`src/sv/npl_pkg.sv`:
```
// Shared types, constants and helpers for the note priority list.
// Used by the channel interfaces, the list cells, the controller and the top level.
// No dependencies.
package npl_pkg;

	localparam int NPL_LIST_DEPTH = 16;

	localparam int PITCH_W    = 7;
	localparam int VEL_W      = 7;
	localparam int MODE_W     = 2;
	localparam int VOICE_W    = 5;
	localparam int CFG_IDX_W  = 1;
	localparam int CFG_DATA_W = 5;

	// event opcodes
	localparam logic OP_ON  = 1'b0;
	localparam logic OP_OFF = 1'b1;

	// priority modes
	localparam logic [MODE_W-1:0] MODE_NEWEST  = 2'd0;
	localparam logic [MODE_W-1:0] MODE_HIGHEST = 2'd1;
	localparam logic [MODE_W-1:0] MODE_LOWEST  = 2'd2;

	// configuration register indexes
	localparam logic [CFG_IDX_W-1:0] REG_PRIORITY_MODE = 1'd0;
	localparam logic [CFG_IDX_W-1:0] REG_MAX_VOICES    = 1'd1;

	// one list slot
	typedef struct packed {
		logic               valid;
		logic [PITCH_W-1:0] pitch;
		logic [VEL_W-1:0]   vel;
	} entry_t;

	// beat that walks down the chain, one cell per cycle
	typedef struct packed {
		logic               act;
		logic               op;
		logic [PITCH_W-1:0] pitch;
		logic [VEL_W-1:0]   vel;
		logic [VOICE_W-1:0] left;      // voice slots still ahead of this cell
		logic               placed;    // new note already stored
		entry_t             car;       // entry pushed down by an insert
		logic               sounded;
		logic               lim_hit;   // last sounding slot is occupied
		logic               old_pend;  // next cell is the first silent slot
		logic               old_valid;
		logic [PITCH_W-1:0] old_pitch;
		entry_t             cap;       // note promoted by a note-off
	} wave_t;

	typedef struct packed {
		logic               new_valid;
		logic [PITCH_W-1:0] new_pitch;
		logic [VEL_W-1:0]   new_velocity;
		logic               old_valid;
		logic [PITCH_W-1:0] old_pitch;
		logic               dropped;
	} result_t;

	// true when a new pitch goes ahead of a stored one
	function automatic logic beats(input logic [MODE_W-1:0] mode,
			input logic [PITCH_W-1:0] newp, input logic [PITCH_W-1:0] oldp);
		logic r;
		unique case (mode)
			MODE_NEWEST:  r = 1'b1;
			MODE_HIGHEST: r = (newp > oldp);
			MODE_LOWEST:  r = (newp < oldp);
			default:      r = 1'b0;
		endcase
		return r;
	endfunction

endpackage

```
`src/sv/npl_note_in_if.sv`:
```
// Input event channel of the note priority list.
// Depends on npl_pkg for field widths.
interface npl_note_in_if import npl_pkg::*; ();
	logic               valid;
	logic               ready;
	logic               op;
	logic [PITCH_W-1:0] pitch;
	logic [VEL_W-1:0]   velocity;

	modport source (output valid, op, pitch, velocity, input ready);
	modport sink   (input valid, op, pitch, velocity, output ready);
endinterface

```
`src/sv/npl_note_out_if.sv`:
```
// Result channel of the note priority list.
// Depends on npl_pkg for field widths.
interface npl_note_out_if import npl_pkg::*; ();
	logic               valid;
	logic               ready;
	logic               new_valid;
	logic [PITCH_W-1:0] new_pitch;
	logic [VEL_W-1:0]   new_velocity;
	logic               old_valid;
	logic [PITCH_W-1:0] old_pitch;
	logic               dropped;

	modport source (output valid, new_valid, new_pitch, new_velocity, old_valid, old_pitch,
		dropped, input ready);
	modport sink   (input valid, new_valid, new_pitch, new_velocity, old_valid, old_pitch,
		dropped, output ready);
endinterface

```
`src/sv/npl_cfg_if.sv`:
```
// Configuration write channel of the note priority list.
// Depends on npl_pkg for index and data widths.
interface npl_cfg_if import npl_pkg::*; ();
	logic                  valid;
	logic                  ready;
	logic [CFG_IDX_W-1:0]  index;
	logic [CFG_DATA_W-1:0] data;

	modport source (output valid, index, data, input ready);
	modport sink   (input valid, index, data, output ready);
endinterface

```
`src/sv/npl_cell.sv`:
```
// One slot of the note list: holds an entry, processes the passing beat, and
// shifts entries toward the front during compaction. Depends on npl_pkg.
module npl_cell import npl_pkg::*; #(
	parameter bit IS_LAST = 1'b0
) (
	input  logic              clk,
	input  logic              arst_n,
	input  logic [MODE_W-1:0] mode,
	input  logic              cmp_en,
	input  wave_t             wave_in,
	input  entry_t            nb_ent,
	input  logic              prev_valid,
	output wave_t             wave_out,
	output entry_t            ent
);

	logic               valid_q;
	logic [PITCH_W-1:0] pitch_q;
	logic [VEL_W-1:0]   vel_q;
	wave_t              wave_q;
	wave_t              wave_d;
	entry_t             ent_d;

	assign ent = '{valid: valid_q, pitch: pitch_q, vel: vel_q};

	// work out the new slot content and the beat handed to the next cell
	always_comb begin
		entry_t fin;
		entry_t wdat;
		logic   take_new;
		logic   take_car;
		logic   match;

		wave_d   = wave_in;
		fin      = ent;
		take_new = !wave_in.placed && (!ent.valid || IS_LAST ||
			beats(mode, wave_in.pitch, ent.pitch));
		take_car = wave_in.placed && wave_in.car.valid;
		wdat     = take_new ? entry_t'{valid: 1'b1, pitch: wave_in.pitch, vel: wave_in.vel}
			: wave_in.car;
		match    = ent.valid && (ent.pitch == wave_in.pitch);

		if (wave_in.act) begin
			if (wave_in.op == OP_ON) begin
				// insert or push down, then score the final slot content
				if (take_new || take_car) begin
					fin        = wdat;
					wave_d.car = ent;
				end
				wave_d.placed  = wave_in.placed | take_new;
				wave_d.sounded = wave_in.sounded | ((wave_in.left != '0) && fin.valid &&
					(fin.pitch == wave_in.pitch));
				wave_d.lim_hit = wave_in.lim_hit | ((wave_in.left == VOICE_W'(1)) && fin.valid);
				if (wave_in.old_pend) begin
					wave_d.old_valid = fin.valid;
					wave_d.old_pitch = fin.valid ? fin.pitch : '0;
				end
				wave_d.old_pend = (wave_in.left == VOICE_W'(1));
				if (wave_in.left != '0)
					wave_d.left = wave_in.left - VOICE_W'(1);
			end else begin
				// drop matching pitch, count kept entries toward the last voice
				if (match) begin
					fin.valid = 1'b0;
				end else if (ent.valid) begin
					if (wave_in.left == VOICE_W'(1))
						wave_d.cap = ent;
					if (wave_in.left != '0)
						wave_d.left = wave_in.left - VOICE_W'(1);
				end
			end
		end else if (cmp_en) begin
			// pull the right neighbor into a hole, vacate when the left is a hole
			if (!ent.valid)
				fin = nb_ent;
			else if (!prev_valid)
				fin.valid = 1'b0;
		end
		ent_d = fin;
	end

	// hold occupancy
	always_ff @(posedge clk or negedge arst_n) begin
		if (!arst_n)
			valid_q <= 1'b0;
		else
			valid_q <= ent_d.valid;
	end

	// hold entry payload
	always_ff @(posedge clk) begin
		pitch_q <= ent_d.pitch;
		vel_q   <= ent_d.vel;
	end

	// advance the beat
	always_ff @(posedge clk or negedge arst_n) begin
		if (!arst_n)
			wave_q <= '0;
		else
			wave_q <= wave_d;
	end

	assign wave_out = wave_q;

endmodule

```
`src/sv/npl_ctrl.sv`:
```
// Sequencer of the note priority list: config registers, event launch,
// compaction sweep and the result register. Depends on npl_pkg and the channel interfaces.
module npl_ctrl import npl_pkg::*; #(
	parameter int LIST_DEPTH = NPL_LIST_DEPTH
) (
	input  logic              clk,
	input  logic              arst_n,
	npl_note_in_if.sink       note_in,
	npl_note_out_if.source    note_out,
	npl_cfg_if.sink           cfg,
	output logic [MODE_W-1:0] mode,
	output logic              cmp_en,
	output wave_t             wave_first,
	input  wave_t             wave_last
);

	localparam int CW = (LIST_DEPTH > 2) ? $clog2(LIST_DEPTH) : 1;

	localparam logic [1:0] ST_IDLE = 2'd0;
	localparam logic [1:0] ST_WAVE = 2'd1;
	localparam logic [1:0] ST_CMP  = 2'd2;
	localparam logic [1:0] ST_HOLD = 2'd3;

	logic [1:0]         state_q;
	logic [CW-1:0]      cnt_q;
	logic [MODE_W-1:0]  mode_q;
	logic [VOICE_W-1:0] mv_q;
	wave_t              wave0_q;
	wave_t              seed;
	result_t            res_d;
	result_t            res_q;
	result_t            out_q;
	logic               out_valid_q;
	logic               in_acc;
	logic               out_acc;
	logic               out_load;

	assign in_acc    = note_in.valid && note_in.ready;
	assign out_acc   = note_out.valid && note_out.ready;
	assign out_load  = (state_q == ST_HOLD) && (!out_valid_q || note_out.ready);
	assign note_in.ready = (state_q == ST_IDLE);
	assign cfg.ready = 1'b1;
	assign cmp_en    = (state_q == ST_CMP);
	assign mode      = mode_q;
	assign wave_first = wave0_q;

	// configuration registers
	always_ff @(posedge clk or negedge arst_n) begin
		if (!arst_n) begin
			mode_q <= '0;
			mv_q   <= '0;
		end else if (cfg.valid && cfg.ready) begin
			unique case (cfg.index)
				REG_PRIORITY_MODE: mode_q <= cfg.data[MODE_W-1:0];
				REG_MAX_VOICES:    mv_q   <= cfg.data[VOICE_W-1:0];
			endcase
		end
	end

	// beat launched into the first cell
	always_comb begin
		seed        = '0;
		seed.act    = 1'b1;
		seed.op     = note_in.op;
		seed.pitch  = note_in.pitch;
		seed.vel    = note_in.velocity;
		seed.left   = mv_q;
	end

	// result from the beat leaving the last cell
	always_comb begin
		res_d = '0;
		if (wave_last.op == OP_ON) begin
			res_d.dropped = wave_last.car.valid;
			if (!(wave_last.lim_hit && !wave_last.sounded)) begin
				res_d.new_valid    = 1'b1;
				res_d.new_pitch    = wave_last.pitch;
				res_d.new_velocity = wave_last.vel;
				res_d.old_valid    = wave_last.lim_hit && wave_last.old_valid;
				res_d.old_pitch    = res_d.old_valid ? wave_last.old_pitch : '0;
			end
		end else begin
			res_d.new_valid    = wave_last.cap.valid;
			res_d.new_pitch    = wave_last.cap.pitch;
			res_d.new_velocity = wave_last.cap.vel;
		end
	end

	// launch a beat for one cycle on an accepted event
	always_ff @(posedge clk or negedge arst_n) begin
		if (!arst_n)
			wave0_q <= '0;
		else
			wave0_q <= in_acc ? seed : '0;
	end

	// sequencer
	always_ff @(posedge clk or negedge arst_n) begin
		if (!arst_n) begin
			state_q <= ST_IDLE;
			cnt_q   <= '0;
		end else begin
			unique case (state_q)
				ST_IDLE: begin
					if (in_acc)
						state_q <= ST_WAVE;
				end
				ST_WAVE: begin
					if (wave_last.act) begin
						cnt_q   <= CW'(LIST_DEPTH - 1);
						state_q <= (wave_last.op == OP_OFF) ? ST_CMP : ST_HOLD;
					end
				end
				ST_CMP: begin
					cnt_q <= cnt_q - CW'(1);
					if (cnt_q == '0)
						state_q <= ST_HOLD;
				end
				ST_HOLD: begin
					if (out_load)
						state_q <= ST_IDLE;
				end
			endcase
		end
	end

	// capture the result as the beat comes back
	always_ff @(posedge clk) begin
		if (state_q == ST_WAVE && wave_last.act)
			res_q <= res_d;
		if (out_load)
			out_q <= res_q;
	end

	// output beat valid
	always_ff @(posedge clk or negedge arst_n) begin
		if (!arst_n)
			out_valid_q <= 1'b0;
		else if (out_load)
			out_valid_q <= 1'b1;
		else if (out_acc)
			out_valid_q <= 1'b0;
	end

	assign note_out.valid        = out_valid_q;
	assign note_out.new_valid    = out_q.new_valid;
	assign note_out.new_pitch    = out_q.new_pitch;
	assign note_out.new_velocity = out_q.new_velocity;
	assign note_out.old_valid    = out_q.old_valid;
	assign note_out.old_pitch    = out_q.old_pitch;
	assign note_out.dropped      = out_q.dropped;

	a_ret_in_wave: assert property (@(posedge clk) disable iff (!arst_n)
		wave_last.act |-> state_q == ST_WAVE)
		else $error("beat left the chain outside the walk");

	a_launch: assert property (@(posedge clk) disable iff (!arst_n)
		in_acc |=> wave0_q.act && state_q == ST_WAVE)
		else $error("accepted event did not launch a beat");

	a_cmp_quiet: assert property (@(posedge clk) disable iff (!arst_n)
		state_q == ST_CMP |-> !wave0_q.act && !wave_last.act)
		else $error("compaction overlaps a beat");

	a_out_from_hold: assert property (@(posedge clk) disable iff (!arst_n)
		$rose(out_valid_q) |-> $past(state_q) == ST_HOLD)
		else $error("result raised outside the hold state");

endmodule

```
`src/sv/note_priority_list.sv`:
```
// Note priority list: chain of LIST_DEPTH cells, one beat walks one cell per cycle.
// Note-on: the result goes out once the beat has walked every cell and passed through res_q.
// Note-off: the walk is followed by a compaction sweep over the cells before the result goes out.
// Next event taken the cycle after the result enters the output register, so only one event
// is in flight at a time; an unread result holds the next one back.
// Reset empties every cell and clears priority_mode and max_voices to 0.
module note_priority_list import npl_pkg::*; #(
	parameter int LIST_DEPTH = NPL_LIST_DEPTH
) (
	input  logic           clk,
	input  logic           arst_n,
	npl_note_in_if.sink    note_in,
	npl_note_out_if.source note_out,
	npl_cfg_if.sink        cfg
);

	logic [MODE_W-1:0] mode;
	logic              cmp_en;
	wave_t             wv  [0:LIST_DEPTH];
	entry_t            ent [0:LIST_DEPTH-1];

	npl_ctrl #(
		.LIST_DEPTH (LIST_DEPTH)
	) u_ctrl (
		.clk        (clk),
		.arst_n     (arst_n),
		.note_in    (note_in),
		.note_out   (note_out),
		.cfg        (cfg),
		.mode       (mode),
		.cmp_en     (cmp_en),
		.wave_first (wv[0]),
		.wave_last  (wv[LIST_DEPTH])
	);

	// row of list cells, front at index 0
	for (genvar gi = 0; gi < LIST_DEPTH; gi++) begin : g_cell
		entry_t nb_ent;
		logic   prev_valid;

		if (gi < LIST_DEPTH - 1) begin : g_nb
			assign nb_ent = ent[gi+1];
		end else begin : g_nb_end
			assign nb_ent = '0;
		end

		if (gi > 0) begin : g_pv
			assign prev_valid = ent[gi-1].valid;
		end else begin : g_pv_head
			assign prev_valid = 1'b1;
		end

		npl_cell #(
			.IS_LAST (1'(gi == LIST_DEPTH - 1))
		) u_cell (
			.clk        (clk),
			.arst_n     (arst_n),
			.mode       (mode),
			.cmp_en     (cmp_en),
			.wave_in    (wv[gi]),
			.nb_ent     (nb_ent),
			.prev_valid (prev_valid),
			.wave_out   (wv[gi+1]),
			.ent        (ent[gi])
		);
	end

endmodule

```
`src/flat_wrapper.sv`:
```
// flat-port wrapper written by rule: the top's interface ports become plain ports
module note_priority_list_flat import npl_pkg::*;
#(
	parameter int LIST_DEPTH = NPL_LIST_DEPTH
)
  (clk, arst_n, note_in_valid, note_in_op, note_in_pitch, note_in_velocity, note_in_ready, note_out_valid, note_out_new_valid, note_out_new_pitch, note_out_new_velocity, note_out_old_valid, note_out_old_pitch, note_out_dropped, note_out_ready, cfg_valid, cfg_index, cfg_data, cfg_ready);
  npl_note_in_if note_in_i ();
  npl_note_out_if note_out_i ();
  npl_cfg_if cfg_i ();
  input  logic clk;
  input  logic arst_n;
  input wire logic [$bits(note_in_i.valid)-1:0] note_in_valid;
  input wire logic [$bits(note_in_i.op)-1:0] note_in_op;
  input wire logic [$bits(note_in_i.pitch)-1:0] note_in_pitch;
  input wire logic [$bits(note_in_i.velocity)-1:0] note_in_velocity;
  output wire logic [$bits(note_in_i.ready)-1:0] note_in_ready;
  output wire logic [$bits(note_out_i.valid)-1:0] note_out_valid;
  output wire logic [$bits(note_out_i.new_valid)-1:0] note_out_new_valid;
  output wire logic [$bits(note_out_i.new_pitch)-1:0] note_out_new_pitch;
  output wire logic [$bits(note_out_i.new_velocity)-1:0] note_out_new_velocity;
  output wire logic [$bits(note_out_i.old_valid)-1:0] note_out_old_valid;
  output wire logic [$bits(note_out_i.old_pitch)-1:0] note_out_old_pitch;
  output wire logic [$bits(note_out_i.dropped)-1:0] note_out_dropped;
  input wire logic [$bits(note_out_i.ready)-1:0] note_out_ready;
  input wire logic [$bits(cfg_i.valid)-1:0] cfg_valid;
  input wire logic [$bits(cfg_i.index)-1:0] cfg_index;
  input wire logic [$bits(cfg_i.data)-1:0] cfg_data;
  output wire logic [$bits(cfg_i.ready)-1:0] cfg_ready;
  assign note_in_i.valid = note_in_valid;
  assign note_in_i.op = note_in_op;
  assign note_in_i.pitch = note_in_pitch;
  assign note_in_i.velocity = note_in_velocity;
  assign note_in_ready = note_in_i.ready;
  assign note_out_valid = note_out_i.valid;
  assign note_out_new_valid = note_out_i.new_valid;
  assign note_out_new_pitch = note_out_i.new_pitch;
  assign note_out_new_velocity = note_out_i.new_velocity;
  assign note_out_old_valid = note_out_i.old_valid;
  assign note_out_old_pitch = note_out_i.old_pitch;
  assign note_out_dropped = note_out_i.dropped;
  assign note_out_i.ready = note_out_ready;
  assign cfg_i.valid = cfg_valid;
  assign cfg_i.index = cfg_index;
  assign cfg_i.data = cfg_data;
  assign cfg_ready = cfg_i.ready;
  note_priority_list #(.LIST_DEPTH(LIST_DEPTH)) u_core (.clk(clk), .arst_n(arst_n), .note_in(note_in_i), .note_out(note_out_i), .cfg(cfg_i));
endmodule
```
`config.mk`:
```
export PLATFORM = sky130hd
export DESIGN_NAME = note_priority_list_flat
export DESIGN_NICKNAME = d
export VERILOG_FILES = /design/src/sv/npl_pkg.sv /design/src/sv/npl_note_in_if.sv /design/src/sv/npl_note_out_if.sv /design/src/sv/npl_cfg_if.sv /design/src/sv/npl_cell.sv /design/src/sv/npl_ctrl.sv /design/src/sv/note_priority_list.sv /design/src/flat_wrapper.sv
export SDC_FILE = /design/constraint.sdc
export NUM_CORES = 2
export LEC_CHECK = 0
export ABC_AREA = 1
export BUFFER_PORTS_ARGS = -buffer_cell sky130_fd_sc_hd__buf_4
export CORE_ASPECT_RATIO = 1.5
export CORE_UTILIZATION = 55
export CTS_BUF_LIST = sky130_fd_sc_hd__clkbuf_2 sky130_fd_sc_hd__clkbuf_4 sky130_fd_sc_hd__clkbuf_8
export DETAILED_ROUTE_END_ITERATION = 8
export GPL_ROUTABILITY_DRIVEN = 0
export MAX_ROUTING_LAYER = met4
export PLACE_DENSITY = 0.77
export SLEW_MARGIN = 20
export SYNTH_ARGS = -nofsm -noshare
export SYNTH_HDL_FRONTEND = slang
export SYNTH_SLANG_ARGS = --single-unit
```
`constraint.sdc`:
```
create_clock -name clk -period 4.9 [get_ports clk]
set_input_delay 0.735 -clock clk [delete_from_list [all_inputs] [get_ports clk]]
set_output_delay 0.735 -clock clk [all_outputs]
set_load 0.01 [all_outputs]
```
==> results.cfg, run 1 <==
[run_status]
error_line = [ERROR GRT-0116] Global routing finished with congestion. Check the congestion regions in the DRC Viewer.
status = did not finish
haltStage = global routing

[synthesis]
ys.flop_type = dfrtp_1
yosysSeqAreaShare_pct = 59.5
synth_area_leader_cell = dfrtp_1
synthDistinctLibCells = 59
synthCells = 6045
synth_seq_cells = 1302
synth-warning-count = 0
syn_area_per_cell_um2 = 9.44
synth_top_area_share_pct = 45.2
synth_edf_count = 272
synth_area_leaders = dfrtp_1 45%, edfxtp_1 14%, nand2_1 11%
synth_async_sr_flop_share_pct = 79.1
synth_area_mm2 = 0.0571
synth_fp_nets = 6211

[placement]
portBuffers = 51
hpwlAfterDp_um = 118000
placed_cell_area_mm2 = 0.0589

[cts]
h-tree-depth = 4
post_cts_resized = 0
clkSinkCount = 1302
cts_max_path_buffers = 3
cts_made_buffers = 192
cts_root_buf = clkbuf_8

[grt]
grt_pass1_vias = 47000
grt_max_degree = 123
grt_pass1_wl_um = 264000
grt_overflow = 65
grt_usage_pct = 34.1

[die]
dieHeight_um = 397
floorplan.die.width_um = 265
start_util_pct = 55.6
num_rows = 144
io_pins = 53
## cell usage after synthesis (all sizes together), types with 23 or more instances
cell,number
dfrtp,1030
or2,23
o2111ai,30
nand2,1672
o22ai,108
clkbuf,124
a21oi,92
nand3,294
xor2,24
buf,66
mux2i,98
nor2,232
inv,791
nand4,72
edfxtp,272
o21ai,793
nor3,29
ha,140
## through the flow
step | hold WS [ns] | setup slack, ns | cells
2_1_floorplan | 0.349 | 2.12 | 6045
3_3_place_gp | 0.360 | 1.02 | 7291
3_5_place_dp | 0.360 | 0.961 | 7294
4_1_cts | 0.0246 | 0.936 | 7652
## repair_timing
item	in CTS
hold buffers	1
setup buffers	0
endpoints found under the hold margin	78
## kinds of logic after synthesis
kind of cell	count (synthesis)	synth area share, %
AOI/OAI and AO/OA	1124	11.2
other	1	0.00657
muxes	99	1.74
xor gates and xnor gates	32	0.491
buffers and inverters	994	6.89
adders and majority gates	140	3.07
DFF	1302	59.5
and+or+nand+nor	2353	17.2
## routing by layer
layer | GRT overflow | track usage, %
met1 | 0 | 28.6
met2 | 34 | 57.6
met3 | 1 | 11.3
met4 | 30 | 33.8
met5 | - | -
==> run 2, diff against run 1 <==
- CORE_ASPECT_RATIO: 1.5 -> not set
- CORE_UTILIZATION: 55 -> 40
- CTS_BUF_LIST: sky130_fd_sc_hd__clkbuf_2 sky130_fd_sc_hd__clkbuf_4 sky130_fd_sc_hd__clkbuf_8 -> not set
- MAX_ROUTING_LAYER: met4 -> not set
- PLACE_DENSITY: 0.77 -> not set
- PLACE_DENSITY_LB_ADDON: not set -> 0.15
==> results.cfg, run 2 <==
[cells_and_area]
largest_reg_flops = 979
instances_no_fill = 8127
drive_above_1_share_pct = 7.67
synthToLayoutAreaGrowth_pct = 12.7
fillers = 13600
utilization_pct = 45.4
final_common_cell = nand2_1
nets = 6283
final_cell_mix = 1617 x nand2_1, 1030 x dfrtp_1, 785 x inv_1

[timing]
fin_crit_sh_pct = 75.3
final_hold_viol_count = 0
rsz0062_at_grt = false
worst_slew_pin_slew_ns = 1.10
finalSetupTns_ns = 0
fin_ws_ns = 1.21
fin_skew_ns = 0.0282
slew_headroom_pct = 26.0
period_needed_ns = 3.69
setup_viol = 0
fmax_mhz = 271
slew_viol_final = 0

[cts]
clk_latency_ns = 0.77
cts_root_buf = clkbuf_16
cts_tree = built
cts_made_buffers = 142
hold_buffers = 0
cts_post_setup_buffers_inserted = 0
clkSinkCount = 1302
post_cts_resized = 0
clkTransAtPathRegs_ns = 0.06
h-tree-depth = 4
cts_max_path_buffers = 3

[critical_path]
path_class = reg2reg
path_max_fanout = 30
reg2regPathDepth = 18
cp-end-kind = flip-flop
critical_path_required_ns = 5.55
cp-start-kind = flip-flop
critPathArrivalTime_ns = 4.34

[synthesis]
synth_area_leaders = dfrtp_1 45%, edfxtp_1 14%, nand2_1 11%
synthDistinctLibCells = 59
synth-warning-count = 0
synth_edf_count = 272
synth_area_mm2 = 0.0571
yosysSeqAreaShare_pct = 59.5
synthCells = 6045
synth_seq_cells = 1302
yosysMostFrequentCell = nand2_1
synthTopCellsByCount = 1617 x nand2_1, 1030 x dfrtp_1, 785 x inv_1
ys.flop_type = dfrtp_1
synth_top_area_share_pct = 45.2
synth_async_sr_flop_share_pct = 79.1
syn_area_per_cell_um2 = 9.44
synth_area_leader_cell = dfrtp_1
synth_fp_nets = 6211

[detailed_routing]
routedLengthMet1_um = 72500
wire_per_inst_um = 20.3
topRoutingLayerUsed = met4
met2WireLength_um = 79600
drt-total-wl_um = 165000
drt_first_pass_iters = 6
ant_nets = 0
wl_met3_um = 8640
drcViolationCount = 0
vias_per_cell = 5.18
vias = 42100
drtIter0Drc = 3788

[power]
powerDensity_mw_per_mm2 = 600
ir_drop_mv = 0.327
p_leak_nw = 31.4
power.total_mw = 38.6

[grt]
grt_pass1_vias = 42000
grt_max_degree = 89
grt_overflow = 0
grt_pass1_wl_um = 254000
antenna_found_initial = 3
grt_usage_pct = 22.8

[run_status]
status = finished clean

[worst_hold_path]
hold_path_class = in2async

[die]
start_util_pct = 40.3
io_pins = 53
floorplan.die.width_um = 380
dieHeight_um = 380
core_area_mm2 = 0.142
die-area_mm2 = 0.144
num_rows = 138

[placement]
portBuffers = 51
place_ws_ns = 1.30
placed_cells = 7862
hpwlAfterDp_um = 124000

[job]
drv_cap = 0
run 2: area by class of cell:
cell class	count	area (um2)	share of cell area, %
clock buffers	200	4050	6.29
repair buffers	118	1050	1.63
inverters	804	3020	4.69
multi-input cells	3749	19200	29.9
clock inverters	62	677	1.05
well taps	1890	2360	3.68
diodes	2	5.00	0.00778
flip-flops and latches	1302	33900	52.8
run 2: stage by stage:
stage          hold slack (ns)  instance area [um2]
2_1_floorplan            0.349                57100
6_report                0.0487                64300
4_1_cts                 0.0463                64300
3_3_place_gp             0.358                59500
5_1_grt                 0.0670                64300
3_5_place_dp             0.361                59600
run 2: worst paths after layout:
check                                                               start                                              end  slack, ns
min in group clk                                      note_in_velocity[5]           u_core.u_ctrl.wave_first[52]$_DFF_PN0_       0.17
setup reg to reg             u_core.g_cell[9].u_cell.pitch_q[6]$_DFFE_PP_   u_core.g_cell[9].u_cell.wave_out[30]$_DFF_PN0_       1.21
hold reg to reg            u_core.g_cell[6].u_cell.wave_out[51]$_DFF_PN0_   u_core.g_cell[7].u_cell.wave_out[51]$_DFF_PN0_       0.37
max in group asynchronous                                          arst_n  u_core.g_cell[12].u_cell.wave_out[33]$_DFF_PN0_       3.70
setup / recovery             u_core.g_cell[9].u_cell.pitch_q[6]$_DFFE_PP_   u_core.g_cell[9].u_cell.wave_out[30]$_DFF_PN0_       1.21
hold / removal                                                     arst_n   u_core.g_cell[15].u_cell.wave_out[4]$_DFF_PN0_       0.05
run 2: logic make-up after synthesis:
kind of cell             share of synthesized area [%]
flip-flops                                        59.5
adder cells (fa/ha/maj)                           3.07
multiplexers                                      1.74
other                                          0.00657
AND/OR/NAND/NOR                                   17.2
AO/OA/AOI/OAI                                     11.2
buffers and inverters                             6.89
XOR/XNOR                                         0.491
run 2: report_power, final:
part / switching [mW] / internal, mW
registers: 1.95 / 14.0
clock network: 4.46 / 6.33
logic: 8.34 / 3.52
run 2: per-layer routing:
| layer | vias up | global-route usage (%) |
|---|---|---|
| li1 | 20000 | - |
| met5 | - | 0 |
| met4 | 0 | 6.59 |
| met2 | 1147 | 37.8 |
| met3 | 241 | 3.40 |
| met1 | 20700 | 31.1 |
run 2: critical path, stage by stage (launching register included):
cell      delay (ns)
edfxtp_1        0.38
inv_1           0.14
ha_1            0.33
nand2_1         0.07
nor2_1          0.16
nand4_1         0.20
nand2_1         0.12
nand2_1         0.05
nand2_1         0.09
nand2_2         0.13
nand2_1         0.10
buf_4           0.28
nand2_1         0.08
inv_1           0.11
nor2_2          0.05
inv_2           0.17
or2_1           0.84
nand2_1         0.11
o21ai_1         0.14
Note: power is estimated with default switching activity, not from simulation.
